===== src/qdv_pkg.sv =====
// Shared types, constants and the x4 transition decode for the quadrature decoder.
package qdv_pkg;

    localparam int WINDOW_DEFAULT = 8;
    localparam int VEL_SCALE      = 16000;   // 1000 ms/s times 16 for the q4 fraction
    localparam int VEL_LIMIT      = 131071;

    localparam int POS_W       = 32;
    localparam int TIME_W      = 32;
    localparam int VEL_W       = 18;
    localparam int IN_TDATA_W  = 40;
    localparam int OUT_TDATA_W = 56;

    typedef logic signed [1:0] step_t;

    typedef enum logic [2:0] {
        ST_IDLE,
        ST_RECORD,
        ST_SCALE,
        ST_DIVIDE,
        ST_OUTPUT
    } state_t;

    // x4 decode: index is {prev B, prev A, cur B, cur A}
    function automatic step_t quad_step(input logic [1:0] prev, input logic [1:0] cur);
        step_t s;
        case ({prev, cur})
            4'b0001: s = -2'sd1;
            4'b0010: s = 2'sd1;
            4'b0100: s = 2'sd1;
            4'b0111: s = -2'sd1;
            4'b1000: s = -2'sd1;
            4'b1011: s = 2'sd1;
            4'b1101: s = 2'sd1;
            4'b1110: s = -2'sd1;
            default: s = 2'sd0;
        endcase
        return s;
    endfunction

endpackage


===== src/quadrature_decoder_velocity.sv =====
// Quadrature x4 decoder with a windowed velocity estimate from a serial divider.
//
// One transaction on the input stream carries a pin sample and its millisecond
// timestamp; each one yields exactly one result with position, step and velocity
// (counts per second, 4 fraction bits, truncated toward zero, 0 while no time has
// been recorded). The first sample after reset only primes the pin state and the
// reference time. Steps and intervals of the last WINDOW counted transitions sit
// in a small ring memory whose running sums feed a restoring divider that yields
// one quotient bit per cycle. After acceptance an item passes the record, scale,
// divide and output states before the next ready; divide is skipped when the
// interval sum is zero, and output waits for a free output register. The input
// is not ready while an item is being worked on. Ring entries reset to zero
// through per-entry valid bits, so no clearing pass is needed.
module quadrature_decoder_velocity #(
    parameter int WINDOW = qdv_pkg::WINDOW_DEFAULT
) (
    input  logic                             aclk,
    input  logic                             aresetn,
    input  logic                             s_axis_tvalid,
    output logic                             s_axis_tready,
    // [0] pin_a_level, [1] pin_b_level, [33:2] time_ms, [39:34] zero
    input  logic [qdv_pkg::IN_TDATA_W-1:0]   s_axis_tdata,
    output logic                             m_axis_tvalid,
    input  logic                             m_axis_tready,
    // [31:0] position_count, [33:32] step_taken, [51:34] velocity_q4, [55:52] zero
    output logic [qdv_pkg::OUT_TDATA_W-1:0]  m_axis_tdata
);

    localparam int SLOT_W = (WINDOW > 1) ? $clog2(WINDOW) : 1;
    localparam int SSUM_W = $clog2(WINDOW + 1) + 1;
    localparam int ISUM_W = qdv_pkg::TIME_W + $clog2(WINDOW);
    localparam int NUM_W  = $clog2(WINDOW * qdv_pkg::VEL_SCALE + 1);
    localparam int CNT_W  = $clog2(NUM_W);
    localparam int PAD_W  = qdv_pkg::OUT_TDATA_W - qdv_pkg::POS_W - 2 - qdv_pkg::VEL_W;

    qdv_pkg::state_t state_reg, state_next;

    logic [1:0]                      prev_pins_reg, prev_pins_next;
    logic                            primed_reg, primed_next;
    logic signed [qdv_pkg::POS_W-1:0] count_reg, count_next;
    logic [qdv_pkg::TIME_W-1:0]      last_change_reg, last_change_next;
    logic [qdv_pkg::TIME_W-1:0]      elapsed_reg, elapsed_next;
    qdv_pkg::step_t                  step_reg, step_next;
    logic [SLOT_W-1:0]               slot_reg, slot_next;
    logic [WINDOW-1:0]               valid_reg, valid_next;
    logic signed [SSUM_W-1:0]        step_sum_reg, step_sum_next;
    logic [ISUM_W-1:0]               isum_reg, isum_next;

    logic [NUM_W-1:0]                num_reg, num_next;
    logic [NUM_W-1:0]                quo_reg, quo_next;
    logic [ISUM_W-1:0]               rem_reg, rem_next;
    logic [CNT_W-1:0]                bit_cnt_reg, bit_cnt_next;
    logic                            sign_reg, sign_next;

    logic                            m_valid_reg, m_valid_next;
    logic [qdv_pkg::OUT_TDATA_W-1:0] m_data_reg, m_data_next;

    // ring memory
    qdv_pkg::step_t                  step_mem [WINDOW];
    logic [qdv_pkg::TIME_W-1:0]      int_mem  [WINDOW];
    qdv_pkg::step_t                  rd_step_reg;
    logic [qdv_pkg::TIME_W-1:0]      rd_int_reg;
    logic                            mem_we;

    logic [1:0]                      in_pins;
    logic [qdv_pkg::TIME_W-1:0]      in_time;
    qdv_pkg::step_t                  old_step;
    logic [qdv_pkg::TIME_W-1:0]      old_int;
    logic [SSUM_W-1:0]               ssum_mag;
    logic [ISUM_W:0]                 rem_sh;
    logic [qdv_pkg::VEL_W-1:0]       vel_mag;
    logic [qdv_pkg::VEL_W-1:0]       vel_out;

    assign in_pins = {s_axis_tdata[1], s_axis_tdata[0]};
    assign in_time = s_axis_tdata[qdv_pkg::TIME_W+1:2];

    assign s_axis_tready = (state_reg == qdv_pkg::ST_IDLE);
    assign m_axis_tvalid = m_valid_reg;
    assign m_axis_tdata  = m_data_reg;

    // entries never written read as zero
    assign old_step = valid_reg[slot_reg] ? rd_step_reg : 2'sd0;
    assign old_int  = valid_reg[slot_reg] ? rd_int_reg : '0;

    assign ssum_mag = step_sum_reg[SSUM_W-1] ? SSUM_W'(-step_sum_reg) : SSUM_W'(step_sum_reg);
    assign rem_sh   = {rem_reg, num_reg[NUM_W-1]};

    assign vel_mag = (32'(quo_reg) > 32'(qdv_pkg::VEL_LIMIT)) ?
                     qdv_pkg::VEL_W'(qdv_pkg::VEL_LIMIT) : qdv_pkg::VEL_W'(quo_reg);
    assign vel_out = sign_reg ? qdv_pkg::VEL_W'(-vel_mag) : vel_mag;

    always_ff @(posedge aclk) begin
        if (!aresetn) begin
            state_reg       <= qdv_pkg::ST_IDLE;
            prev_pins_reg   <= '0;
            primed_reg      <= 1'b0;
            count_reg       <= '0;
            last_change_reg <= '0;
            slot_reg        <= '0;
            valid_reg       <= '0;
            step_sum_reg    <= '0;
            isum_reg        <= '0;
            bit_cnt_reg     <= '0;
            m_valid_reg     <= 1'b0;
        end else begin
            state_reg       <= state_next;
            prev_pins_reg   <= prev_pins_next;
            primed_reg      <= primed_next;
            count_reg       <= count_next;
            last_change_reg <= last_change_next;
            slot_reg        <= slot_next;
            valid_reg       <= valid_next;
            step_sum_reg    <= step_sum_next;
            isum_reg        <= isum_next;
            bit_cnt_reg     <= bit_cnt_next;
            m_valid_reg     <= m_valid_next;
        end
    end

    always_ff @(posedge aclk) begin
        elapsed_reg <= elapsed_next;
        step_reg    <= step_next;
        num_reg     <= num_next;
        quo_reg     <= quo_next;
        rem_reg     <= rem_next;
        sign_reg    <= sign_next;
        m_data_reg  <= m_data_next;
    end

    always_ff @(posedge aclk) begin
        if (mem_we) begin
            step_mem[slot_reg] <= step_reg;
            int_mem[slot_reg]  <= elapsed_reg;
        end
        rd_step_reg <= step_mem[slot_reg];
        rd_int_reg  <= int_mem[slot_reg];
    end

    always_comb begin
        state_next       = state_reg;
        prev_pins_next   = prev_pins_reg;
        primed_next      = primed_reg;
        count_next       = count_reg;
        last_change_next = last_change_reg;
        elapsed_next     = elapsed_reg;
        step_next        = step_reg;
        slot_next        = slot_reg;
        valid_next       = valid_reg;
        step_sum_next    = step_sum_reg;
        isum_next        = isum_reg;
        num_next         = num_reg;
        quo_next         = quo_reg;
        rem_next         = rem_reg;
        bit_cnt_next     = bit_cnt_reg;
        sign_next        = sign_reg;
        m_data_next      = m_data_reg;
        m_valid_next     = m_valid_reg && !m_axis_tready;
        mem_we           = 1'b0;

        case (state_reg)
            qdv_pkg::ST_IDLE: begin
                if (s_axis_tvalid) begin
                    elapsed_next = in_time - last_change_reg;
                    step_next    = 2'sd0;
                    if (!primed_reg) begin
                        prev_pins_next   = in_pins;
                        last_change_next = in_time;
                        primed_next      = 1'b1;
                    end else begin
                        step_next      = qdv_pkg::quad_step(prev_pins_reg, in_pins);
                        prev_pins_next = in_pins;
                        if (step_next != 2'sd0) begin
                            count_next       = count_reg + qdv_pkg::POS_W'(step_next);
                            last_change_next = in_time;
                        end
                    end
                    state_next = qdv_pkg::ST_RECORD;
                end
            end
            qdv_pkg::ST_RECORD: begin
                // replace the oldest ring entry and keep the sums in step
                if (step_reg != 2'sd0) begin
                    mem_we                = 1'b1;
                    step_sum_next         = step_sum_reg - SSUM_W'(old_step) + SSUM_W'(step_reg);
                    isum_next             = isum_reg - ISUM_W'(old_int) + ISUM_W'(elapsed_reg);
                    valid_next[slot_reg]  = 1'b1;
                    slot_next             = (32'(slot_reg) == WINDOW - 1) ?
                                            '0 : SLOT_W'(slot_reg + 1'b1);
                end
                state_next = qdv_pkg::ST_SCALE;
            end
            qdv_pkg::ST_SCALE: begin
                num_next     = NUM_W'(32'(ssum_mag) * 32'(qdv_pkg::VEL_SCALE));
                sign_next    = step_sum_reg[SSUM_W-1];
                rem_next     = '0;
                quo_next     = '0;
                bit_cnt_next = CNT_W'(NUM_W - 1);
                if (isum_reg == '0) begin
                    sign_next  = 1'b0;
                    state_next = qdv_pkg::ST_OUTPUT;
                end else begin
                    state_next = qdv_pkg::ST_DIVIDE;
                end
            end
            qdv_pkg::ST_DIVIDE: begin
                // restoring division, one quotient bit per cycle
                if (rem_sh >= {1'b0, isum_reg}) begin
                    rem_next = ISUM_W'(rem_sh - {1'b0, isum_reg});
                    quo_next = {quo_reg[NUM_W-2:0], 1'b1};
                end else begin
                    rem_next = ISUM_W'(rem_sh);
                    quo_next = {quo_reg[NUM_W-2:0], 1'b0};
                end
                num_next = {num_reg[NUM_W-2:0], 1'b0};
                if (bit_cnt_reg == '0) begin
                    state_next = qdv_pkg::ST_OUTPUT;
                end else begin
                    bit_cnt_next = bit_cnt_reg - 1'b1;
                end
            end
            qdv_pkg::ST_OUTPUT: begin
                // hold until the output register is free
                if (!m_valid_reg || m_axis_tready) begin
                    m_data_next  = {{PAD_W{1'b0}}, vel_out, step_reg, count_reg};
                    m_valid_next = 1'b1;
                    state_next   = qdv_pkg::ST_IDLE;
                end
            end
            default: begin
                state_next = qdv_pkg::ST_IDLE;
            end
        endcase
    end

endmodule


===== config.mk =====
export PLATFORM = sky130hd
export DESIGN_NAME = quadrature_decoder_velocity
export DESIGN_NICKNAME = d
export VERILOG_FILES = /design/src/qdv_pkg.sv /design/src/quadrature_decoder_velocity.sv
export SDC_FILE = /design/constraint.sdc
export NUM_CORES = 1
export LEC_CHECK = 0
export ABC_CLOCK_PERIOD_IN_PS = 11900
export BUFFER_PORTS_ARGS = -buffer_cell sky130_fd_sc_hd__buf_2
export CAP_MARGIN = 5
export CORE_UTILIZATION = 23
export CTS_BUF_LIST = sky130_fd_sc_hd__clkbuf_4 sky130_fd_sc_hd__clkbuf_8
export CTS_CLUSTER_DIAMETER = 150
export CTS_CLUSTER_SIZE = 8
export DETAILED_ROUTE_END_ITERATION = 8
export SYNTH_ARGS = -nofsm -noshare
export SYNTH_HDL_FRONTEND = slang
export SYNTH_SLANG_ARGS = --single-unit

===== constraint.sdc =====
create_clock -name aclk -period 11.9 [get_ports aclk]
set_input_delay 2.38 -clock aclk [delete_from_list [all_inputs] [get_ports aclk]]
set_output_delay 2.38 -clock aclk [all_outputs]
set_load 0.05 [all_outputs]

## After elaboration in Yosys (flattened, before gate mapping)

Memory sizes are Yosys's and may differ from the RTL's. A register that Yosys moved wholly into a read port is not among the register bits.
Cells that the tools add are included.

- Bits in registers: 283
- Bits in writable memories: 272
- Bits in read-only memories: 32
- Input bits: 44
- Output and inout port bits: 58
- Logic and storage cells: 98
- Memories kept: 3

Memories:

| memory | depth | bits a word | read ports | clocked after Yosys merged registers in | write ports | line | source |
|---|---|---|---|---|---|---|---|
| int_mem | 8 | 32 | 1 | 1 | 1 | quadrature_decoder_velocity.sv:60 | `logic [qdv_pkg::TIME_W-1:0] int_mem [WINDOW];` |
| (name not given) | 16 | 2 | 1 | 0 | 0 | qdv_pkg.sv:27 | `case ({prev, cur})` |
| step_mem | 8 | 2 | 1 | 1 | 1 | quadrature_decoder_velocity.sv:59 | `qdv_pkg::step_t step_mem [WINDOW];` |

- $add $sub $neg: 11
- Multiply operators: 1
- Magnitude comparators: 3
- Equal/unequal tests: 10
- Multiplexer cells: 32
- Bitwise logic cells: 1
- Reduce and logical (&&, ||, !) cells: 18

Operator list:

| kind | count |
|---|---|
| two-way mux 32 bit | 3 |
| one-hot mux 35 bit (2 select lines) | 1 |
| one-hot mux 17 bit (2 select lines) | 2 |
| >= comparator 36 x 35 -> 1 bit | 1 |
| adder 35 x 32 -> 35 bit | 1 |
| zero test 35 bit | 1 |
| two-way mux 35 bit | 1 |
| subtractor 35 x 32 -> 35 bit | 1 |
| subtractor 35 bit | 1 |
| adder 32 x 2 -> 32 bit | 1 |
| subtractor 32 bit | 1 |
| negator 17 -> 18 bit | 1 |
| two-way mux 17 bit | 1 |
| two-way mux 3 bit | 5 |
| one-hot mux 3 bit (5 select lines) | 1 |
| multiplier 5 x 7 -> 10 bit (second input constant) | 1 |
| two-way mux 5 bit | 2 |
| one-hot mux 5 bit (2 select lines) | 1 |
| two-way mux 1 bit | 9 |
| two-way mux 2 bit | 4 |
| inequality test 2 bit (second input constant) | 4 |
| bitwise OR 8 bit | 1 |
| AND reduction 2 bit | 4 |
| == test 3 x 2 -> 1 bit (second input constant) | 2 |
| other kinds (20) | 26 |

## Depth between registers and ports, before layout

Gate-level depths: netlist of run 1.
An unclocked memory read counts as a cell.

- Depth in word-level cells: 7
- Gate-level depth with buffers: 22
- Mapped depth without buffers: 19

## Worst setup path after synthesis of run 1

No wires, ideal clock.

- Kind: input -> register
- Start point: input s_axis_tdata[0] (netlist bit)
- End point: register count_reg[28] (netlist bit)
- Library setup time: 123 ps
- Data arrival time: 5470 ps
- Required time: 11777 ps
- Path slack: 6307 ps
- Stages on the path: 14
- Buffers on the path: 0
- Path through: inv_1 -> ha_1 -> mux4_2 -> ha_1 -> nor2b_1 -> o211ai_1 -> a21boi_1 -> o21a_1 -> a41o_1 -> o41a_1 -> a41oi_2 -> o21bai_1 -> xnor2_1 -> o21ai_0

- Cells in the longest elaborated chain, start to end: 6
- Elaborated cells on any way between the ends: 7
- Classes of those cells: 1 x add/sub; 3 x mux; 2 x reduce/logical; 1 x memory

RTL lines:

| element | line | source |
|---|---|---|
| start: declaration | quadrature_decoder_velocity.sv:22 | `input logic [qdv_pkg::IN_TDATA_W-1:0] s_axis_tdata,` |
| memory read (16 x 2 bit) (*) | n/a |  |
| two-way mux 2 bit (*) | quadrature_decoder_velocity.sv:165 | `if (!primed_reg) begin` |
| two-way mux 2 bit (*) | quadrature_decoder_velocity.sv:162 | `if (s_axis_tvalid) begin` |
| two-way mux 2 bit (*) | quadrature_decoder_velocity.sv:160 | `case (state_reg)` |
| parallel branches: the longest is 2 deep, another holds adder 32 x 2 -> 32 bit | n/a |  |
| end signal: assignment | quadrature_decoder_velocity.sv:109 | `count_reg <= count_next;` |
| end: declaration | quadrature_decoder_velocity.sv:40 | `logic signed [qdv_pkg::POS_W-1:0] count_reg, count_next;` |

Mark *: on every way between the ends. The select of a mux whose other input is x is not followed.
A chain may end at the register's enable or synchronous reset.

## Worst setup path after layout of run 1

- Start point: register slot_reg[2]
- End point: register isum_reg[27]

- Cells in the longest elaborated chain, start to end: 5

RTL lines:

| element | line | source |
|---|---|---|
| start: declaration | quadrature_decoder_velocity.sv:44 | `logic [SLOT_W-1:0] slot_reg, slot_next;` |
| start signal: assignment | quadrature_decoder_velocity.sv:111 | `slot_reg <= slot_next;` |
| binary-select mux 1 bit (select 3 bit) | quadrature_decoder_velocity.sv:83 | `assign old_int = valid_reg[slot_reg] ? rd_int_reg : '0;` |
| two-way mux 1 bit (not written as such) | quadrature_decoder_velocity.sv:83 |  |
| two-way mux 32 bit | quadrature_decoder_velocity.sv:83 |  |
| subtractor 35 x 32 -> 35 bit | quadrature_decoder_velocity.sv:185 | `isum_next = isum_reg - ISUM_W'(old_int) + ISUM_W'(elapsed_reg);` |
| adder 35 x 32 -> 35 bit | quadrature_decoder_velocity.sv:185 |  |
| end signal: assignment | quadrature_decoder_velocity.sv:114 | `isum_reg <= isum_next;` |
| end: declaration | quadrature_decoder_velocity.sv:47 | `logic [ISUM_W-1:0] isum_reg, isum_next;` |

No other way between the ends. The select of a mux whose other input is x is not followed.

==> results.cfg, run 1 <==
[status]
status = finished clean

[pwr]
irDropWorstVdd_mv = 0.0830
clockPowerShare_pct = 27.8
powerDensity_mw_per_mm2 = 180
p_int_mw = 4.02
net-switching-power_mw = 2.08
swShare_pct = 34.1
leakagePower_nw = 12.5
p_comb_share_pct = 31.5
p_total_mw = 6.10
pwr-share-seq_pct = 40.7

[timing]
final-hold-violation-count = 0
finalSetupTns_ps = 0
rsz0062_at_grt = no
fmax_mhz = 162
period_needed_ps = 6190
setup_viol = 0
period_share_pct = 52.0
final_max_slew_viol_count = 0
tightest_slew_ps = 1150
relSlewSlack_pct = 22.8
fin_skew_ps = 73.4

[global_routing]
grt_pass1_wl_um = 110000
grt_max_degree = 81
grt_pass1_vias = 19900
gr-total-overflow = 0
grt.total_usage_pct = 10.5
antenna_found_initial = 2

[setup_path]
critPathSlowestCell = nor3b_2
worstPathArrival_ps = 6890
r2r_end = isum_reg[27]
ff2ff_setup_slack_ps = 5710
end_kind = flip-flop
crit_fanout = 32
crit_type = reg2reg
critPathMaxStageDelay_ps = 990
crit_chain = nor3b_2, buf_4, a22o_1, a221oi_1, and3_1, buf_4, nor2b_1, fa_1, inv_1, ha_1, a211oi_1, o21ai_0, a221oi_2, a21boi_2, o21a_1, nor2_1, o31a_1, nor2_1, nor3_1, a211o_1
r2r_start = slot_reg[2]
cp.required_ps = 12610
reg2reg_depth = 20
startpoint_type = flip-flop

[detailed_routing]
viasPerCell = 4.46
antenna_left = 0
drtIter0Drc = 1140
wl_um = 69400
drc = 0
firstDrtPassIters = 4
num_vias = 20300
avgRoutedWirePerCell_um = 15.3

[yosys]
yosysMostFrequentCell = edfxtp_1
synth-edff-count = 421
synth_seq_cells = 582
synth_area_leaders = edfxtp_1 43%, dfxtp_1 11%, ha_1 6.9%, a21oi_1 3.8%, a22oi_1 3.5%
yosysSeqAreaShare_pct = 53.4
avgSynthCellArea_um2 = 11.0
synth_top_cell_by_area = edfxtp_1
synth-main-ff-cell = edfxtp_1
yosys_warnings = 0
synth-async-reset-ratio_pct = 0
yosysTopAreaCellShare_pct = 42.6
synth_common_cells = 421 x edfxtp_1, 256 x nand2_1, 245 x inv_1
ys_types = 87
synth_area_mm2 = 0.0297
syn_inst = 2706

[clock_network]
clk_path_buf_depth = 3
cts_sinks = 582
insertion_delay_ps = 770
clk_pin_slew_ps = 80
cts.repair.resized = 0
cts_setup_buffers = 0
cts_made_buffers = 83
cts_hold_buf = 0
cts_htree_levels = 3
root_buffer = clkbuf_8
tritoncts = done

[placement]
placed_cells = 4396
port_buffers = 91
dpl.hpwl_um = 46500
gp_congestion = 0.820

[die]
die_y_um = 361
fp.dieW_um = 361
initial_core_util_pct = 23.2
die_area_mm2 = 0.131
rows = 131
core_mm2 = 0.128
num_io_pins = 102

[worst_hold_path]
worstHoldStart = int_mem[7][30]
hold_end = rd_int_reg[30]
hold_path_depth = 2
worstHoldPathType = reg2reg

[cells_and_area]
area_growth_pct = 14.3
largest_register = int_mem
stdcell_count = 4551
drive_gt1_share_pct = 11.5
layout.nets = 3076
largest_reg_flops = 256

[job]
drv_cap = 0
[final cells by class]
type,instances,area [um^2]
Clock buffer,144,1600
Fill cell,13400,93900
Timing Repair Buffer,126,718
Antenna cell,2,5.00
Inverter,245,921
Multi-Input combinational cell,1781,12600
Clock inverter,9,164
Tap cell,1662,2080
Sequential cell,582,15900
[stage by stage]
step,utilization (%),cell area [um^2],worst slack [ps],hold WS [ps]
finish,26.6,33900,5710,428
global route,26.6,33900,5290,453
CTS,26.5,33900,5730,412
detailed placement,25.2,32200,5500,439
global placement,25.2,32200,5520,438
floorplan,-,29700,6310,421
[worst max-delay path: cells and delay by family, from the launching register on]
family,cells,cell delay (ps)
AND/OR/NAND/NOR,6,1950
adder cells (fa/ha/maj),2,670
flip-flops,1,540
buffers and inverters,3,880
AO/OA/AOI/OAI,9,2020
[how the worst max path moves through the flow]
stage / startpoint / endpoint / cells after the start
final: slot_reg[2] / isum_reg[27] / 20
after global routing: slot_reg[2] / isum_reg[33] / 20
after CTS: slot_reg[2] / isum_reg[33] / 20
after detailed placement: s_axis_tdata[0] / count_reg[31] / 15
after global placement: s_axis_tdata[0] / count_reg[31] / 15
after floorplan: s_axis_tdata[0] / count_reg[28] / 14
[routing by layer]
metal	vias up	GRT usage [%]	share of wire [%]
li1	10000	-	-
met1	9805	13.6	46
met2	386	17.8	48
met3	86	1.55	4.1
met4	0	3.30	2.1
met5	-	0	0
[placed cells by master, fill, tap and decap left out, types with 30 or more instances in the layout]
master    synthesis  final
nand2_1         256    256
fa_1             48     48
xor2_1           39     39
and3_1           33     33
edfxtp_1        421    421
clkbuf_4          0     61
xnor2_1          97     97
nor2_1          142    140
buf_4             9     35
nand4_1          51     51
a21o_1           71     71
nand3_1          51     51
clkbuf_8          0     83
o21ai_0          67     67
o21bai_1         30     30
buf_2             5     91
a22oi_1         138    138
dfxtp_1         161    161
ha_1            165    165
nor2b_1          57     55
inv_1           245    244
a21oi_1         228    228
[cells by family (layout without fill, tap and decap cells)]
| group | Yosys count | count (layout) | synth area share (%) |
|---|---|---|---|
| and+or+nand+nor | 704 | 704 | 11.3 |
| muxes | 14 | 14 | 0.514 |
| xor gates and xnor gates | 137 | 137 | 4.09 |
| AOI/OAI and AO/OA | 709 | 709 | 16.0 |
| DFF | 582 | 582 | 53.4 |
| other | 1 | 6 | 0.0126 |
| buffers and inverters | 346 | 524 | 4.51 |
| adders and majority gates | 213 | 213 | 10.2 |
[power groups by stage]
stage | clock (mW) | combinational (mW) | sequential [mW]
2_1_floorplan | 0 | 1.51 | 2.49
3_3_place_gp | 0 | 1.90 | 2.52
3_5_place_dp | 0 | 1.92 | 2.53
4_1_cts | 1.76 | 1.93 | 2.49
5_1_grt | 1.83 | 2.16 | 2.50
6_report | 1.70 | 1.92 | 2.48
(Power assumes the default switching activity.)
==> run 2: changes to the inputs <==
- ABC_AREA: unset -> 1
- ABC_CLOCK_PERIOD_IN_PS: 11900 -> 5200
- clock period: 11.9 -> 5.2 ns (I/O delays scaled with it)
==> results.cfg, run 2 <==
[status]
status = finished clean

[die]
initial_core_util_pct = 23.2
die_area_mm2 = 0.142
rows = 137
die_y_um = 377
fp.dieW_um = 377
core_mm2 = 0.140
num_io_pins = 102

[pwr]
leakagePower_nw = 16.0
pwr-share-seq_pct = 31.0
net-switching-power_mw = 10.3
p_comb_share_pct = 52.1
powerDensity_mw_per_mm2 = 610
irDropWorstVdd_mv = 0.291
clockPowerShare_pct = 17.0
p_total_mw = 22.4
p_int_mw = 12.2
swShare_pct = 45.8

[clock_network]
tritoncts = done
cts_setup_buffers = 0
cts_hold_buf = 0
cts_made_buffers = 82
clk_pin_slew_ps = 80
insertion_delay_ps = 740
root_buffer = clkbuf_8
cts_htree_levels = 3
cts_sinks = 582
clk_path_buf_depth = 3
cts.repair.resized = 0

[yosys]
synth.area.mux_share_pct = 0
yosysMostFrequentCell = nand2_1
yosys_warnings = 0
yosysSeqAreaShare_pct = 49.1
avgSynthCellArea_um2 = 8.52
synth_simple_gate_area_share_pct = 20.2
synth_seq_cells = 582
synth_compound_area_share_pct = 9.89
synth_top_cell_by_area = edfxtp_1
synth_xor_xnor_area_share_pct = 2.55
yosysTopAreaCellShare_pct = 39.1
synth-main-ff-cell = edfxtp_1
synth_top_family_by_area = simple AND/OR/NAND/NOR gates
synth_common_cells = 933 x nand2_1, 661 x inv_1, 421 x edfxtp_1
syn_inst = 3796
synth-edff-count = 421
synth-async-reset-ratio_pct = 0
synth_area_mm2 = 0.0323
synth_area_leaders = edfxtp_1 39%, nand2_1 11%, dfxtp_1 10%, inv_1 7.7%, ha_1 6.4%
synthAdderAreaFrac_pct = 9.36
ys_types = 45

[timing]
setup_viol = 0
period_share_pct = 83.3
postLayoutSetupSlackWorst_ps = 870
fin_skew_ps = 61.0
fmax_mhz = 231
rsz0062_at_grt = no
relSlewSlack_pct = 25.0
tightest_slew_ps = 1120
final-hold-violation-count = 0
final_max_slew_viol_count = 0
period_needed_ps = 4330
finalSetupTns_ps = 0

[cells_and_area]
layout_common_cells = 931 x nand2_1, 660 x inv_1, 421 x edfxtp_1
final_util_pct = 26.4
layout.nets = 4175
largest_reg_flops = 256
area_growth_pct = 13.8
stdcell_area_mm2 = 0.0368
largest_register = int_mem
diodes = 0
mostFrequentLayoutCell = nand2_1
drive_gt1_share_pct = 7.60

[setup_path]
critPathSlowestCell = fa_1
critPathMaxStageDelay_ps = 510
crit_top_cell = inv_1
critPathBufInv = 4
crit_type = reg2reg
crit_chain = inv_1, ha_1, nand2_1, nor3_1, fa_1, inv_1, fa_1, fa_1, inv_1, ha_1, inv_1, nor2_1, o21ai_0, nand2_1, or2_2, nand3_1, nand2_1
startpoint_type = flip-flop
crit_fanout = 8
end_kind = flip-flop
worstPathArrival_ps = 4790
cp.required_ps = 5660
critPathTopFamily = adder cells

[global_routing]
antenna_found_initial = 8
grt.total_usage_pct = 11.8
grt_pass1_vias = 24500
grt_max_degree = 70
grt_pass1_wl_um = 134000
gr-total-overflow = 0

[detailed_routing]
firstDrtPassIters = 5
viasPerCell = 4.31
drtIter0Drc = 1484
num_vias = 25200
antenna_left = 0
wl_um = 85000
avgRoutedWirePerCell_um = 14.5
drc = 0

[placement]
dpl.hpwl_um = 60300
port_buffers = 91
dpl-instance-area_mm2 = 0.0351
place_ws_ps = 825
gp_congestion = 0.925

[job]
drv_cap = 0

[worst_hold_path]
worstHoldPathType = reg2reg
==> run 2: layout make-up <==
class / instances / area [um^2]
clock buffer: 145 / 1610
clock inverter: 7 / 92.6
fill: 15100 / 103000
inverter: 671 / 2520
multi-input combinational: 2463 / 13700
sequential: 582 / 15900
tap: 1876 / 2350
timing repair buffer: 118 / 658
==> run 2: through the flow <==
stage	std cells	hold WS (ps)
2_1_floorplan	3799	408
3_3_place_gp	5710	429
3_5_place_dp	5710	438
4_1_cts	5862	429
5_1_grt	5862	452
6_report	5862	439
==> run 2: routing by layer <==
metal | routed length [um] | track usage [%] | part of all wire (%) | vias to the layer above
met5 | 13 | 0 | 0.015 | -
met4 | 1650 | 3.23 | 1.9 | 2
met3 | 3480 | 1.34 | 4.1 | 135
met2 | 40100 | 20.3 | 47 | 501
met1 | 39700 | 15.6 | 47 | 12000
li1 | - | - | - | 12700
==> run 2: logic make-up after synthesis <==
kind of cell	Yosys count
AND/OR/NAND/NOR	1596
flip-flops	582
XOR/XNOR	94
AO/OA/AOI/OAI	556
other	1
adder cells (fa/ha/maj)	213
buffers and inverters	754
==> run 2: worst register-to-register path: stages (launching register included) <==
cell	delay [ps]
dfxtp_1	330
inv_1	290
ha_1	240
nand2_1	70
nor3_1	430
fa_1	510
inv_1	180
fa_1	440
fa_1	510
inv_1	40
ha_1	310
inv_1	80
nor2_1	50
o21ai_0	150
nand2_1	80
or2_2	270
nand3_1	70
nand2_1	50
==> run 2: power groups by stage <==
stage                     Combinational (mW)  Sequential (mW)  Clock (mW)
final                                   11.7             6.94        3.80
after global routing                    13.4             7.06        4.10
after CTS                               11.7             6.95        3.93
after detailed placement                11.6             7.05           0
after global placement                  11.5             7.01           0
after floorplan                         8.77             6.83           0
==> run 2: worst paths after layout <==
check / startpoint / end / slack, ps / cells after the start
max: step_sum_reg[0] / num_reg[15] / 870 / 17
min: int_mem[1][20] / rd_int_reg[20] / 440 / 2
max reg2reg: step_sum_reg[0] / num_reg[15] / 870 / 17
min reg2reg: int_mem[1][20] / rd_int_reg[20] / 440 / 2
